`src/design/point_rotation_by_degrees_core_macros.svh`:
```
// ----------------------------------------------------------------------------
// Point rotation assertion macros
// Concurrent check wrappers shared by the rotation core modules.
// ----------------------------------------------------------------------------
`ifndef POINT_ROTATION_BY_DEGREES_CORE_MACROS_SVH
`define POINT_ROTATION_BY_DEGREES_CORE_MACROS_SVH
`ifndef SYNTHESIS
// Check that cons holds in the same cycle as ante.
`define PRBD_ASSERT_SAME(label, clk, rst, ante, cons) \
   label: assert property (@(posedge clk) disable iff (rst) (ante) |-> (cons)) \
      else $error("prbd: same-cycle check failed");
// Check that cons holds in the cycle after ante.
`define PRBD_ASSERT_NEXT(label, clk, rst, ante, cons) \
   label: assert property (@(posedge clk) disable iff (rst) (ante) |=> (cons)) \
      else $error("prbd: next-cycle check failed");
`else
`define PRBD_ASSERT_SAME(label, clk, rst, ante, cons)
`define PRBD_ASSERT_NEXT(label, clk, rst, ante, cons)
`endif
`endif

```
`src/design/prbd_pkg.sv`:
```
`timescale 1ns / 1ps
// ----------------------------------------------------------------------------
// Point rotation package
// Pipeline stage map, trig format, angle constants and the sine quarter table.
// ----------------------------------------------------------------------------
package prbd_pkg;

   // Trig format: Q1.TRIG_FRAC_BITS, one extra bit for sign
   localparam int TRIG_FRAC_BITS = 14;
   localparam int TRIG_BITS      = TRIG_FRAC_BITS + 2;
   localparam int TRIG_MAG_BITS  = TRIG_FRAC_BITS + 1;

   // Angle register and reduced angle
   localparam int ANGLE_BITS      = 10;
   localparam int ANGLE_WIDE_BITS = ANGLE_BITS + 1;
   localparam int DEG_BITS        = 9;
   localparam int QIDX_BITS       = 7;
   localparam int DEG_QUARTER     = 90;
   localparam int DEG_HALF        = 180;
   localparam int DEG_THREE_Q     = 270;
   localparam int DEG_FULL        = 360;

   // Pipeline stages
   localparam int PIPE_STAGES = 5;
   localparam int ST_ANGLE    = 0;
   localparam int ST_INDEX    = 1;
   localparam int ST_TRIG     = 2;
   localparam int ST_MULT     = 3;
   localparam int ST_SUM      = 4;

   typedef enum logic [1:0] {
      QUAD_FIRST  = 2'd0,
      QUAD_SECOND = 2'd1,
      QUAD_THIRD  = 2'd2,
      QUAD_FOURTH = 2'd3
   } quadrant_type;

   typedef struct packed {
      logic [PIPE_STAGES-1:0] load;
      logic [PIPE_STAGES-1:0] valid;
   } prbd_ctrl_type;

   // Sine of 0..90 whole degrees, rounded to nearest Q1.14
   function automatic logic [TRIG_MAG_BITS-1:0] quarter_sine(input logic [QIDX_BITS-1:0] idx);
      logic [TRIG_MAG_BITS-1:0] val;
      case (idx)
         7'd0:  val = 15'd0;
         7'd1:  val = 15'd286;
         7'd2:  val = 15'd572;
         7'd3:  val = 15'd857;
         7'd4:  val = 15'd1143;
         7'd5:  val = 15'd1428;
         7'd6:  val = 15'd1713;
         7'd7:  val = 15'd1997;
         7'd8:  val = 15'd2280;
         7'd9:  val = 15'd2563;
         7'd10: val = 15'd2845;
         7'd11: val = 15'd3126;
         7'd12: val = 15'd3406;
         7'd13: val = 15'd3686;
         7'd14: val = 15'd3964;
         7'd15: val = 15'd4240;
         7'd16: val = 15'd4516;
         7'd17: val = 15'd4790;
         7'd18: val = 15'd5063;
         7'd19: val = 15'd5334;
         7'd20: val = 15'd5604;
         7'd21: val = 15'd5872;
         7'd22: val = 15'd6138;
         7'd23: val = 15'd6402;
         7'd24: val = 15'd6664;
         7'd25: val = 15'd6924;
         7'd26: val = 15'd7182;
         7'd27: val = 15'd7438;
         7'd28: val = 15'd7692;
         7'd29: val = 15'd7943;
         7'd30: val = 15'd8192;
         7'd31: val = 15'd8438;
         7'd32: val = 15'd8682;
         7'd33: val = 15'd8923;
         7'd34: val = 15'd9162;
         7'd35: val = 15'd9397;
         7'd36: val = 15'd9630;
         7'd37: val = 15'd9860;
         7'd38: val = 15'd10087;
         7'd39: val = 15'd10311;
         7'd40: val = 15'd10531;
         7'd41: val = 15'd10749;
         7'd42: val = 15'd10963;
         7'd43: val = 15'd11174;
         7'd44: val = 15'd11381;
         7'd45: val = 15'd11585;
         7'd46: val = 15'd11786;
         7'd47: val = 15'd11982;
         7'd48: val = 15'd12176;
         7'd49: val = 15'd12365;
         7'd50: val = 15'd12551;
         7'd51: val = 15'd12733;
         7'd52: val = 15'd12911;
         7'd53: val = 15'd13085;
         7'd54: val = 15'd13255;
         7'd55: val = 15'd13421;
         7'd56: val = 15'd13583;
         7'd57: val = 15'd13741;
         7'd58: val = 15'd13894;
         7'd59: val = 15'd14044;
         7'd60: val = 15'd14189;
         7'd61: val = 15'd14330;
         7'd62: val = 15'd14466;
         7'd63: val = 15'd14598;
         7'd64: val = 15'd14726;
         7'd65: val = 15'd14849;
         7'd66: val = 15'd14968;
         7'd67: val = 15'd15082;
         7'd68: val = 15'd15191;
         7'd69: val = 15'd15296;
         7'd70: val = 15'd15396;
         7'd71: val = 15'd15491;
         7'd72: val = 15'd15582;
         7'd73: val = 15'd15668;
         7'd74: val = 15'd15749;
         7'd75: val = 15'd15826;
         7'd76: val = 15'd15897;
         7'd77: val = 15'd15964;
         7'd78: val = 15'd16026;
         7'd79: val = 15'd16083;
         7'd80: val = 15'd16135;
         7'd81: val = 15'd16182;
         7'd82: val = 15'd16224;
         7'd83: val = 15'd16262;
         7'd84: val = 15'd16294;
         7'd85: val = 15'd16322;
         7'd86: val = 15'd16344;
         7'd87: val = 15'd16362;
         7'd88: val = 15'd16374;
         7'd89: val = 15'd16382;
         7'd90: val = 15'd16384;
         default: val = 15'd0;
      endcase
      return val;
   endfunction

endpackage

```
`src/design/prbd_flow.sv`:
```
`timescale 1ns / 1ps
// ----------------------------------------------------------------------------
// Point rotation pipeline flow control
// Valid bits per stage with bubble collapse; produces per-stage load enables.
// ----------------------------------------------------------------------------
`include "point_rotation_by_degrees_core_macros.svh"
module prbd_flow
   import prbd_pkg::*;
(
   input  logic          clock,
   input  logic          reset,
   input  logic          req_tvalid,
   output logic          req_tready,
   output logic          rsp_tvalid,
   input  logic          rsp_tready,
   output prbd_ctrl_type ctrl
);

   logic [PIPE_STAGES-1:0] valid_ff;
   logic [PIPE_STAGES-1:0] valid_in;
   logic [PIPE_STAGES-1:0] stage_rdy;
   logic [PIPE_STAGES-1:0] feed;

   // Ready ripples back from the output; an empty stage always takes a beat
   always_comb begin
      stage_rdy[PIPE_STAGES-1] = !valid_ff[PIPE_STAGES-1] || rsp_tready;
      for (int i = PIPE_STAGES - 2; i >= 0; i--) begin
         stage_rdy[i] = !valid_ff[i] || stage_rdy[i+1];
      end
      feed[0] = req_tvalid;
      for (int i = 1; i < PIPE_STAGES; i++) begin
         feed[i] = valid_ff[i-1];
      end
      for (int i = 0; i < PIPE_STAGES; i++) begin
         valid_in[i] = stage_rdy[i] ? feed[i] : valid_ff[i];
      end
   end

   // Advance valid bits
   always_ff @(posedge clock) begin
      if (reset) begin
         valid_ff <= '0;
      end else begin
         valid_ff <= valid_in;
      end
   end

   assign ctrl.load  = stage_rdy & feed;
   assign ctrl.valid = valid_ff;
   assign req_tready = stage_rdy[ST_ANGLE];
   assign rsp_tvalid = valid_ff[ST_SUM];

   // An accepted beat occupies the first stage next cycle
   `PRBD_ASSERT_NEXT(a_accept_fills, clock, reset, req_tvalid && req_tready, valid_ff[ST_ANGLE])
   // Input stalls only when every stage holds a beat
   `PRBD_ASSERT_SAME(a_stall_only_full, clock, reset, !req_tready, &valid_ff)
   // Output drained with nothing behind it leaves the output empty
   `PRBD_ASSERT_NEXT(a_drain_empty, clock, reset,
      rsp_tvalid && rsp_tready && !valid_ff[ST_MULT], !rsp_tvalid)

endmodule

```
`src/design/prbd_trig.sv`:
```
`timescale 1ns / 1ps
// ----------------------------------------------------------------------------
// Point rotation trig path
// Angle register, reduction to 0..359, quadrant split and sine/cosine lookup.
// ----------------------------------------------------------------------------
`include "point_rotation_by_degrees_core_macros.svh"
module prbd_trig
   import prbd_pkg::*;
(
   input  logic                        clock,
   input  logic                        reset,
   input  logic                        csr_wr_en,
   input  logic signed [ANGLE_BITS-1:0] csr_wr_data,
   input  prbd_ctrl_type               ctrl,
   output logic signed [TRIG_BITS-1:0] sin_val,
   output logic signed [TRIG_BITS-1:0] cos_val
);

   logic signed [ANGLE_BITS-1:0]      angle_ff;
   logic signed [ANGLE_WIDE_BITS-1:0] angle_wide;
   logic signed [ANGLE_WIDE_BITS-1:0] angle_red;
   logic [DEG_BITS-1:0]               deg_ff;
   logic [DEG_BITS-1:0]               deg_in;
   quadrant_type                      quad;
   logic [DEG_BITS-1:0]               rem_wide;
   logic [QIDX_BITS-1:0]              rem;
   logic [QIDX_BITS-1:0]              rem_rev;
   logic [QIDX_BITS-1:0]              sin_idx_ff;
   logic [QIDX_BITS-1:0]              sin_idx_in;
   logic [QIDX_BITS-1:0]              cos_idx_ff;
   logic [QIDX_BITS-1:0]              cos_idx_in;
   logic                              sin_neg_ff;
   logic                              sin_neg_in;
   logic                              cos_neg_ff;
   logic                              cos_neg_in;
   logic [TRIG_MAG_BITS-1:0]          sin_mag;
   logic [TRIG_MAG_BITS-1:0]          cos_mag;
   logic signed [TRIG_BITS-1:0]       sin_ff;
   logic signed [TRIG_BITS-1:0]       sin_in;
   logic signed [TRIG_BITS-1:0]       cos_ff;
   logic signed [TRIG_BITS-1:0]       cos_in;

   // Hold the angle register
   always_ff @(posedge clock) begin
      if (reset) begin
         angle_ff <= '0;
      end else if (csr_wr_en) begin
         angle_ff <= csr_wr_data;
      end
   end

   // Reduce the signed angle modulo 360
   always_comb begin
      angle_wide = ANGLE_WIDE_BITS'(angle_ff);
      if (angle_wide < -ANGLE_WIDE_BITS'(DEG_FULL)) begin
         angle_red = angle_wide + ANGLE_WIDE_BITS'(2 * DEG_FULL);
      end else if (angle_wide < 0) begin
         angle_red = angle_wide + ANGLE_WIDE_BITS'(DEG_FULL);
      end else if (angle_wide >= ANGLE_WIDE_BITS'(DEG_FULL)) begin
         angle_red = angle_wide - ANGLE_WIDE_BITS'(DEG_FULL);
      end else begin
         angle_red = angle_wide;
      end
      deg_in = angle_red[DEG_BITS-1:0];
   end

   // Split into quadrant and offset, pick table indexes and signs
   always_comb begin
      if (deg_ff >= DEG_BITS'(DEG_THREE_Q)) begin
         quad     = QUAD_FOURTH;
         rem_wide = deg_ff - DEG_BITS'(DEG_THREE_Q);
      end else if (deg_ff >= DEG_BITS'(DEG_HALF)) begin
         quad     = QUAD_THIRD;
         rem_wide = deg_ff - DEG_BITS'(DEG_HALF);
      end else if (deg_ff >= DEG_BITS'(DEG_QUARTER)) begin
         quad     = QUAD_SECOND;
         rem_wide = deg_ff - DEG_BITS'(DEG_QUARTER);
      end else begin
         quad     = QUAD_FIRST;
         rem_wide = deg_ff;
      end
      rem     = rem_wide[QIDX_BITS-1:0];
      rem_rev = QIDX_BITS'(DEG_QUARTER) - rem;
      case (quad)
         QUAD_FIRST: begin
            sin_idx_in = rem;
            cos_idx_in = rem_rev;
            sin_neg_in = 1'b0;
            cos_neg_in = 1'b0;
         end
         QUAD_SECOND: begin
            sin_idx_in = rem_rev;
            cos_idx_in = rem;
            sin_neg_in = 1'b0;
            cos_neg_in = 1'b1;
         end
         QUAD_THIRD: begin
            sin_idx_in = rem;
            cos_idx_in = rem_rev;
            sin_neg_in = 1'b1;
            cos_neg_in = 1'b1;
         end
         QUAD_FOURTH: begin
            sin_idx_in = rem_rev;
            cos_idx_in = rem;
            sin_neg_in = 1'b1;
            cos_neg_in = 1'b0;
         end
         default: begin
            sin_idx_in = rem;
            cos_idx_in = rem_rev;
            sin_neg_in = 1'b0;
            cos_neg_in = 1'b0;
         end
      endcase
   end

   // Look up magnitudes and apply signs
   always_comb begin
      sin_mag = quarter_sine(sin_idx_ff);
      cos_mag = quarter_sine(cos_idx_ff);
      sin_in  = sin_neg_ff ? -$signed({1'b0, sin_mag}) : $signed({1'b0, sin_mag});
      cos_in  = cos_neg_ff ? -$signed({1'b0, cos_mag}) : $signed({1'b0, cos_mag});
   end

   // Advance the trig stages
   always_ff @(posedge clock) begin
      if (ctrl.load[ST_ANGLE]) begin
         deg_ff <= deg_in;
      end
      if (ctrl.load[ST_INDEX]) begin
         sin_idx_ff <= sin_idx_in;
         cos_idx_ff <= cos_idx_in;
         sin_neg_ff <= sin_neg_in;
         cos_neg_ff <= cos_neg_in;
      end
      if (ctrl.load[ST_TRIG]) begin
         sin_ff <= sin_in;
         cos_ff <= cos_in;
      end
   end

   assign sin_val = sin_ff;
   assign cos_val = cos_ff;

   // Sine and cosine indexes are complementary within a quadrant
   `PRBD_ASSERT_SAME(a_idx_complement, clock, reset, ctrl.valid[ST_INDEX],
      ({1'b0, sin_idx_ff} + {1'b0, cos_idx_ff}) == 8'(DEG_QUARTER))

endmodule

```
`src/design/prbd_mult.sv`:
```
`timescale 1ns / 1ps
// ----------------------------------------------------------------------------
// Point rotation multiply-add path
// Carries the point alongside the trig path, forms four products, then sums.
// ----------------------------------------------------------------------------
module prbd_mult
   import prbd_pkg::*;
#(
   parameter int COORD_BITS = 16,
   localparam int OUT_BITS  = COORD_BITS + TRIG_FRAC_BITS + 1
) (
   input  logic                         clock,
   input  prbd_ctrl_type                ctrl,
   input  logic signed [COORD_BITS-1:0] point_x,
   input  logic signed [COORD_BITS-1:0] point_y,
   input  logic                         last_point,
   input  logic signed [TRIG_BITS-1:0]  sin_val,
   input  logic signed [TRIG_BITS-1:0]  cos_val,
   output logic signed [OUT_BITS-1:0]   rotated_x,
   output logic signed [OUT_BITS-1:0]   rotated_y,
   output logic                         last_point_out
);

   localparam int PROD_BITS = COORD_BITS + TRIG_BITS;
   localparam int SUM_BITS  = PROD_BITS + 1;

   logic signed [COORD_BITS-1:0] x_ff    [ST_ANGLE:ST_TRIG];
   logic signed [COORD_BITS-1:0] y_ff    [ST_ANGLE:ST_TRIG];
   logic                         last_ff [ST_ANGLE:ST_SUM];
   logic signed [PROD_BITS-1:0]  xc_ff;
   logic signed [PROD_BITS-1:0]  ys_ff;
   logic signed [PROD_BITS-1:0]  xs_ff;
   logic signed [PROD_BITS-1:0]  yc_ff;
   logic signed [SUM_BITS-1:0]   rx_sum;
   logic signed [SUM_BITS-1:0]   ry_sum;
   logic signed [OUT_BITS-1:0]   rx_ff;
   logic signed [OUT_BITS-1:0]   ry_ff;

   // Exact sums; the result always fits the output width
   assign rx_sum = SUM_BITS'(xc_ff) - SUM_BITS'(ys_ff);
   assign ry_sum = SUM_BITS'(xs_ff) + SUM_BITS'(yc_ff);

   // Carry the point while the trig path works, then multiply and sum
   always_ff @(posedge clock) begin
      if (ctrl.load[ST_ANGLE]) begin
         x_ff[ST_ANGLE]    <= point_x;
         y_ff[ST_ANGLE]    <= point_y;
         last_ff[ST_ANGLE] <= last_point;
      end
      if (ctrl.load[ST_INDEX]) begin
         x_ff[ST_INDEX]    <= x_ff[ST_ANGLE];
         y_ff[ST_INDEX]    <= y_ff[ST_ANGLE];
         last_ff[ST_INDEX] <= last_ff[ST_ANGLE];
      end
      if (ctrl.load[ST_TRIG]) begin
         x_ff[ST_TRIG]    <= x_ff[ST_INDEX];
         y_ff[ST_TRIG]    <= y_ff[ST_INDEX];
         last_ff[ST_TRIG] <= last_ff[ST_INDEX];
      end
      if (ctrl.load[ST_MULT]) begin
         xc_ff            <= x_ff[ST_TRIG] * cos_val;
         ys_ff            <= y_ff[ST_TRIG] * sin_val;
         xs_ff            <= x_ff[ST_TRIG] * sin_val;
         yc_ff            <= y_ff[ST_TRIG] * cos_val;
         last_ff[ST_MULT] <= last_ff[ST_TRIG];
      end
      if (ctrl.load[ST_SUM]) begin
         rx_ff           <= rx_sum[OUT_BITS-1:0];
         ry_ff           <= ry_sum[OUT_BITS-1:0];
         last_ff[ST_SUM] <= last_ff[ST_MULT];
      end
   end

   assign rotated_x      = rx_ff;
   assign rotated_y      = ry_ff;
   assign last_point_out = last_ff[ST_SUM];

endmodule

```
`src/design/point_rotation_by_degrees_core.sv`:
```
`timescale 1ns / 1ps
// Throughput: one point per cycle while rsp_tready is high; an accepted
// request beat passes in order through five register stages (angle reduce,
// quadrant split, table lookup, multiply, add) to its response beat.
// A stalled output holds its beat; empty stages upstream still accept.
// Reset: synchronous, active high; clears all stage valid bits and sets the
// rotation angle to 0 degrees.
// ----------------------------------------------------------------------------
// Point rotation core
// Rotates a stream of 2D integer points by a whole-degree angle, Q.14 output.
// ----------------------------------------------------------------------------
module point_rotation_by_degrees_core
   import prbd_pkg::*;
#(
   parameter int COORD_BITS       = 16,
   localparam int OUT_BITS        = COORD_BITS + TRIG_FRAC_BITS + 1,
   localparam int REQ_TDATA_BITS  = ((2 * COORD_BITS + 7) / 8) * 8,
   localparam int RSP_TDATA_BITS  = ((2 * OUT_BITS + 7) / 8) * 8
) (
   input  logic                         clock,
   input  logic                         reset,
   // Request stream
   input  logic                         req_tvalid,
   output logic                         req_tready,
   input  logic [REQ_TDATA_BITS-1:0]    req_tdata,   // point_x, point_y, zero pad
   input  logic                         req_tlast,   // last_point
   // Response stream
   output logic                         rsp_tvalid,
   input  logic                         rsp_tready,
   output logic [RSP_TDATA_BITS-1:0]    rsp_tdata,   // rotated_x, rotated_y, zero pad
   output logic                         rsp_tlast,   // last_point_out
   // Angle register
   input  logic                         csr_wr_en,
   input  logic signed [ANGLE_BITS-1:0] csr_wr_data
);

   prbd_ctrl_type                ctrl;
   logic signed [TRIG_BITS-1:0]  sin_val;
   logic signed [TRIG_BITS-1:0]  cos_val;
   logic signed [COORD_BITS-1:0] point_x;
   logic signed [COORD_BITS-1:0] point_y;
   logic signed [OUT_BITS-1:0]   rotated_x;
   logic signed [OUT_BITS-1:0]   rotated_y;

   // Unpack request beat
   assign point_x = req_tdata[COORD_BITS-1:0];
   assign point_y = req_tdata[2*COORD_BITS-1:COORD_BITS];

   prbd_flow u_flow (
      .clock      (clock),
      .reset      (reset),
      .req_tvalid (req_tvalid),
      .req_tready (req_tready),
      .rsp_tvalid (rsp_tvalid),
      .rsp_tready (rsp_tready),
      .ctrl       (ctrl)
   );

   prbd_trig u_trig (
      .clock       (clock),
      .reset       (reset),
      .csr_wr_en   (csr_wr_en),
      .csr_wr_data (csr_wr_data),
      .ctrl        (ctrl),
      .sin_val     (sin_val),
      .cos_val     (cos_val)
   );

   prbd_mult #(
      .COORD_BITS (COORD_BITS)
   ) u_mult (
      .clock          (clock),
      .ctrl           (ctrl),
      .point_x        (point_x),
      .point_y        (point_y),
      .last_point     (req_tlast),
      .sin_val        (sin_val),
      .cos_val        (cos_val),
      .rotated_x      (rotated_x),
      .rotated_y      (rotated_y),
      .last_point_out (rsp_tlast)
   );

   // Pack response beat
   assign rsp_tdata = RSP_TDATA_BITS'({rotated_y, rotated_x});

endmodule
```
`config.mk`:
```
export PLATFORM = sky130hd
export DESIGN_NAME = point_rotation_by_degrees_core
export DESIGN_NICKNAME = d
export VERILOG_FILES = /design/src/design/prbd_pkg.sv /design/src/design/prbd_flow.sv /design/src/design/prbd_trig.sv /design/src/design/prbd_mult.sv /design/src/design/point_rotation_by_degrees_core.sv
export VERILOG_INCLUDE_DIRS = /design/src /design/src/design
export SDC_FILE = /design/constraint.sdc
export NUM_CORES = 2
export LEC_CHECK = 0
export BUFFER_PORTS_ARGS = -buffer_cell sky130_fd_sc_hd__buf_2
export CAP_MARGIN = 20
export CORE_MARGIN = 2
export CORE_UTILIZATION = 49
export CTS_BUF_LIST = sky130_fd_sc_hd__clkbuf_8
export DETAILED_ROUTE_END_ITERATION = 8
export GPL_TIMING_DRIVEN = 1
export HOLD_SLACK_MARGIN = 0.06
export PLACE_DENSITY_LB_ADDON = 0.3
export SETUP_SLACK_MARGIN = 0.5
export SYNTH_ARGS = -nofsm -noshare
export SYNTH_HDL_FRONTEND = slang
export SYNTH_SLANG_ARGS = --single-unit
```
`constraint.sdc`:
```
create_clock -name clock -period 26.1 [get_ports clock]
set_input_delay 6.525 -clock clock [delete_from_list [all_inputs] [get_ports clock]]
set_output_delay 6.525 -clock clock [all_outputs]
set_load 0.02 [all_outputs]
```
==> flow_summary.toml <==
[status]
status = "finished clean"

[worst_hold_path]
holdPathStages = 0
worstHoldStart = "u_mult.x_ff[0][2]$_DFFE_PP_"
min_to = "u_mult.x_ff[0][18]$_DFFE_PP_"
hold_class = "flip-flop to flip-flop"

[synthesis]
netlist.area_leader.share = 0.3544
yosysSeqAreaShare = 0.1929
synth_top_family_by_area = "adder cells"
synth_area_leaders = "fa_1 (35%), edfxtp_1 (18%), ha_1 (9.1%)"
synth_edf_count = 343
ys_warn_count = 0
synth.avg_cell_area_sq_um = 9.703
ys_ff_latch = 388
netlist_area_sq_um = 58060
ys_types = 99
synthSimpleGateAreaFrac = 0.1410
syn_inst = 5984
synth_compound_area_frac = 0.08477
ys_dominant_reg_cell = "edfxtp_1"
async_flop_share = 0
synth_fa_ha_area_frac = 0.4449
synthXorXnorAreaFrac = 0.03590
synth_mux_area_frac = 0.003685
yosys.area.top_type = "fa_1"

[placed_design]
portBuffers = 112
gp_congestion = 0.8613
dp_hpwl_mm = 105.2
placed_area_sq_um = 60110

[global_route]
antenna_found_initial = 3
grt_usage = 0.2464
grt_max_degree = 65
overflow = 0
grt_pass1_vias = 43752
grt_pass1_wl_mm = 236.6

[sta]
finalSetupTns_ps = 0
fin_crit_ps = 14010
finalCritPeriodShare = 0.5367
rsz0062_at_grt = "no"
tightest_slew_ps = 949.7
max_freq_ghz = 0.07138
timing.hold.ws_ps = 406.5
max_slew_margin = 0.3653
finalSetupViolations = 0
drv_slew = 0
skew_ps = 48.94
hold_violations = 0

[drt]
drt_iter0_markers = 2981
routed_wirelength_mm = 143.3
viasPerCell = 5.462
routedWlPerCell_um = 18.93
drtPass1Iterations = 6
ant_nets = 0
drc = 0
vias = 41333

[final_layout]
layout.nets = 7471
mostFrequentLayoutCells = "inv_1 (1200), fa_1 (1028), nand2_1 (673)"
area_delta_synth_final_pct = 5.958
fin_area_sq_um = 61520
layout_commonest_cell = "inv_1"
drive_gt1_frac = 0.05953

[clock_tree]
cts_resized = 0
cts_buffers = 72
clkTransAtPathRegs_ps = 60
cts_htree_levels = 3
clock_latency_ps = 730
cts_tree = "done"
root_buffer = "clkbuf_8"
cts.sinks = 388
clk_path_buf_depth = 3
cts-hold-fix-buffers = 0
postCtsSetupBuffers = 0

[setup_path]
critPathTopFamily = "simple AND/OR/NAND/NOR gates"
reg2reg_to = "u_mult.xc_ff[29]$_DFFE_PP_"
startpoint_type = "input pin"
crit_top_cell = "buf_2"
cp_cell_sequence = "buf_2 -> and4b_1 -> nand3_1 -> buf_2"
endpoint_kind = "output port"
rr_worst_depth = 22
slowest_delay_ps = 470
arrival_ps = 7480
crit_slowest_cell = "and4b_1"
worstPathRequired_ps = 19580
crit_buf_inv = 2
reg2reg_from = "u_mult.x_ff[0][39]$_DFFE_PP_"
cp_max_fo = 6
crit_type = "input pin to output port"
regToRegSetupSlack_ps = 18450

[die]
rows = 126
die_w_um = 348.2
start_util = 0.4930
die_y_um = 348.2
core_area_sq_um = 117800
die_area_sq_um = 121300
ios = 115

[flow_run]
max_cap_viol_count = 0
layer usage:
metal,wire (um),vias up,global-route usage
li1,-,18741,-
met1,61990,21099,0.3409
met2,68360,1275,0.4060
met3,7826,218,0.02531
met4,5075,0,0.08481
met5,0,-,0
how the worst max path moves through the flow:
| stage | startpoint | endpoint | slack, ps | cells after the start |
|---|---|---|---|---|
| 6_report | rsp_tready | req_tready | 12090 | 4 |
| 2_1_floorplan | rsp_tready | u_mult.last_ff[0][3]$_DFFE_PP_ | 9670 | 2 |
| 3_5_place_dp | rsp_tready | req_tready | 12110 | 4 |
| 4_1_cts | rsp_tready | req_tready | 12090 | 4 |
| 3_3_place_gp | rsp_tready | req_tready | 12100 | 4 |
| 5_1_grt | rsp_tready | req_tready | 12010 | 4 |
kinds of logic after synthesis:
| family | Yosys count |
|---|---|
| and+or+nand+nor | 1677 |
| xor gates and xnor gates | 238 |
| buffers and inverters | 1472 |
| adders and majority gates | 1448 |
| AOI/OAI and AO/OA | 740 |
| other | 1 |
| DFF | 388 |
| muxes | 20 |
Yosys cell counts (58+ instances only):
cell,instances
inv_1,1186
xnor2_1,188
ha_1,420
edfxtp_1,343
clkbuf_1,251
nor2_1,222
a21o_1,58
nand2_1,673
a21oi_1,191
fa_1,1028
and2_1,470
o21ai_0,150
layout make-up:
| class | count | area, sq um |
|---|---|---|
| Multi-Input combinational cell | 4125 | 41300 |
| Timing Repair Buffer | 201 | 1229 |
| Fill cell | 10713 | 56240 |
| Inverter | 1187 | 4456 |
| Antenna cell | 1 | 2.502 |
| Tap cell | 1536 | 1922 |
| Sequential cell | 388 | 11200 |
| Clock inverter | 58 | 420.4 |
| Clock buffer | 72 | 991.0 |
state kept, by name, indices dropped and copies added (netlist names), 6 cells and up:
signal / count
u_mult.x_ff: 48
u_trig.deg_ff: 9
u_mult.xc_ff: 31
u_mult.yc_ff: 31
u_mult.ys_ff: 31
u_mult.rotated_y: 31
u_trig.cos_val: 16
u_trig.sin_val: 16
u_trig.angle_ff: 10
u_trig.cos_idx_ff: 7
u_trig.cos_mag: 15
u_mult.rotated_x: 31
u_trig.sin_mag: 15
u_mult.y_ff: 48
u_trig.sin_idx_ff: 6
u_mult.xs_ff: 31
per-stage QoR:
| step | std cells | util | setup WS, ps |
|---|---|---|---|
| floorplan | 5985 | - | 9668 |
| global placement | 7437 | 0.5104 | 12100 |
| detailed placement | 7437 | 0.5104 | 12110 |
| global route | 7568 | 0.5224 | 12010 |
| finish | 7568 | 0.5224 | 12090 |
| CTS | 7567 | 0.5224 | 12090 |
worst reg2reg max path, delay by kind of cell, from the launching register on:
| family | cells | cell delay (ps) |
|---|---|---|
| flops | 1 | 370 |
| fa+ha+maj | 7 | 3330 |
| simple gates | 2 | 730 |
| xor+xnor | 1 | 130 |
| buf+inv | 3 | 380 |
| compound gates | 9 | 2410 |
Power is left out: the tool's default activity adds up to more than one toggle a clock period on the data nets, which glitch-free logic cannot reach.
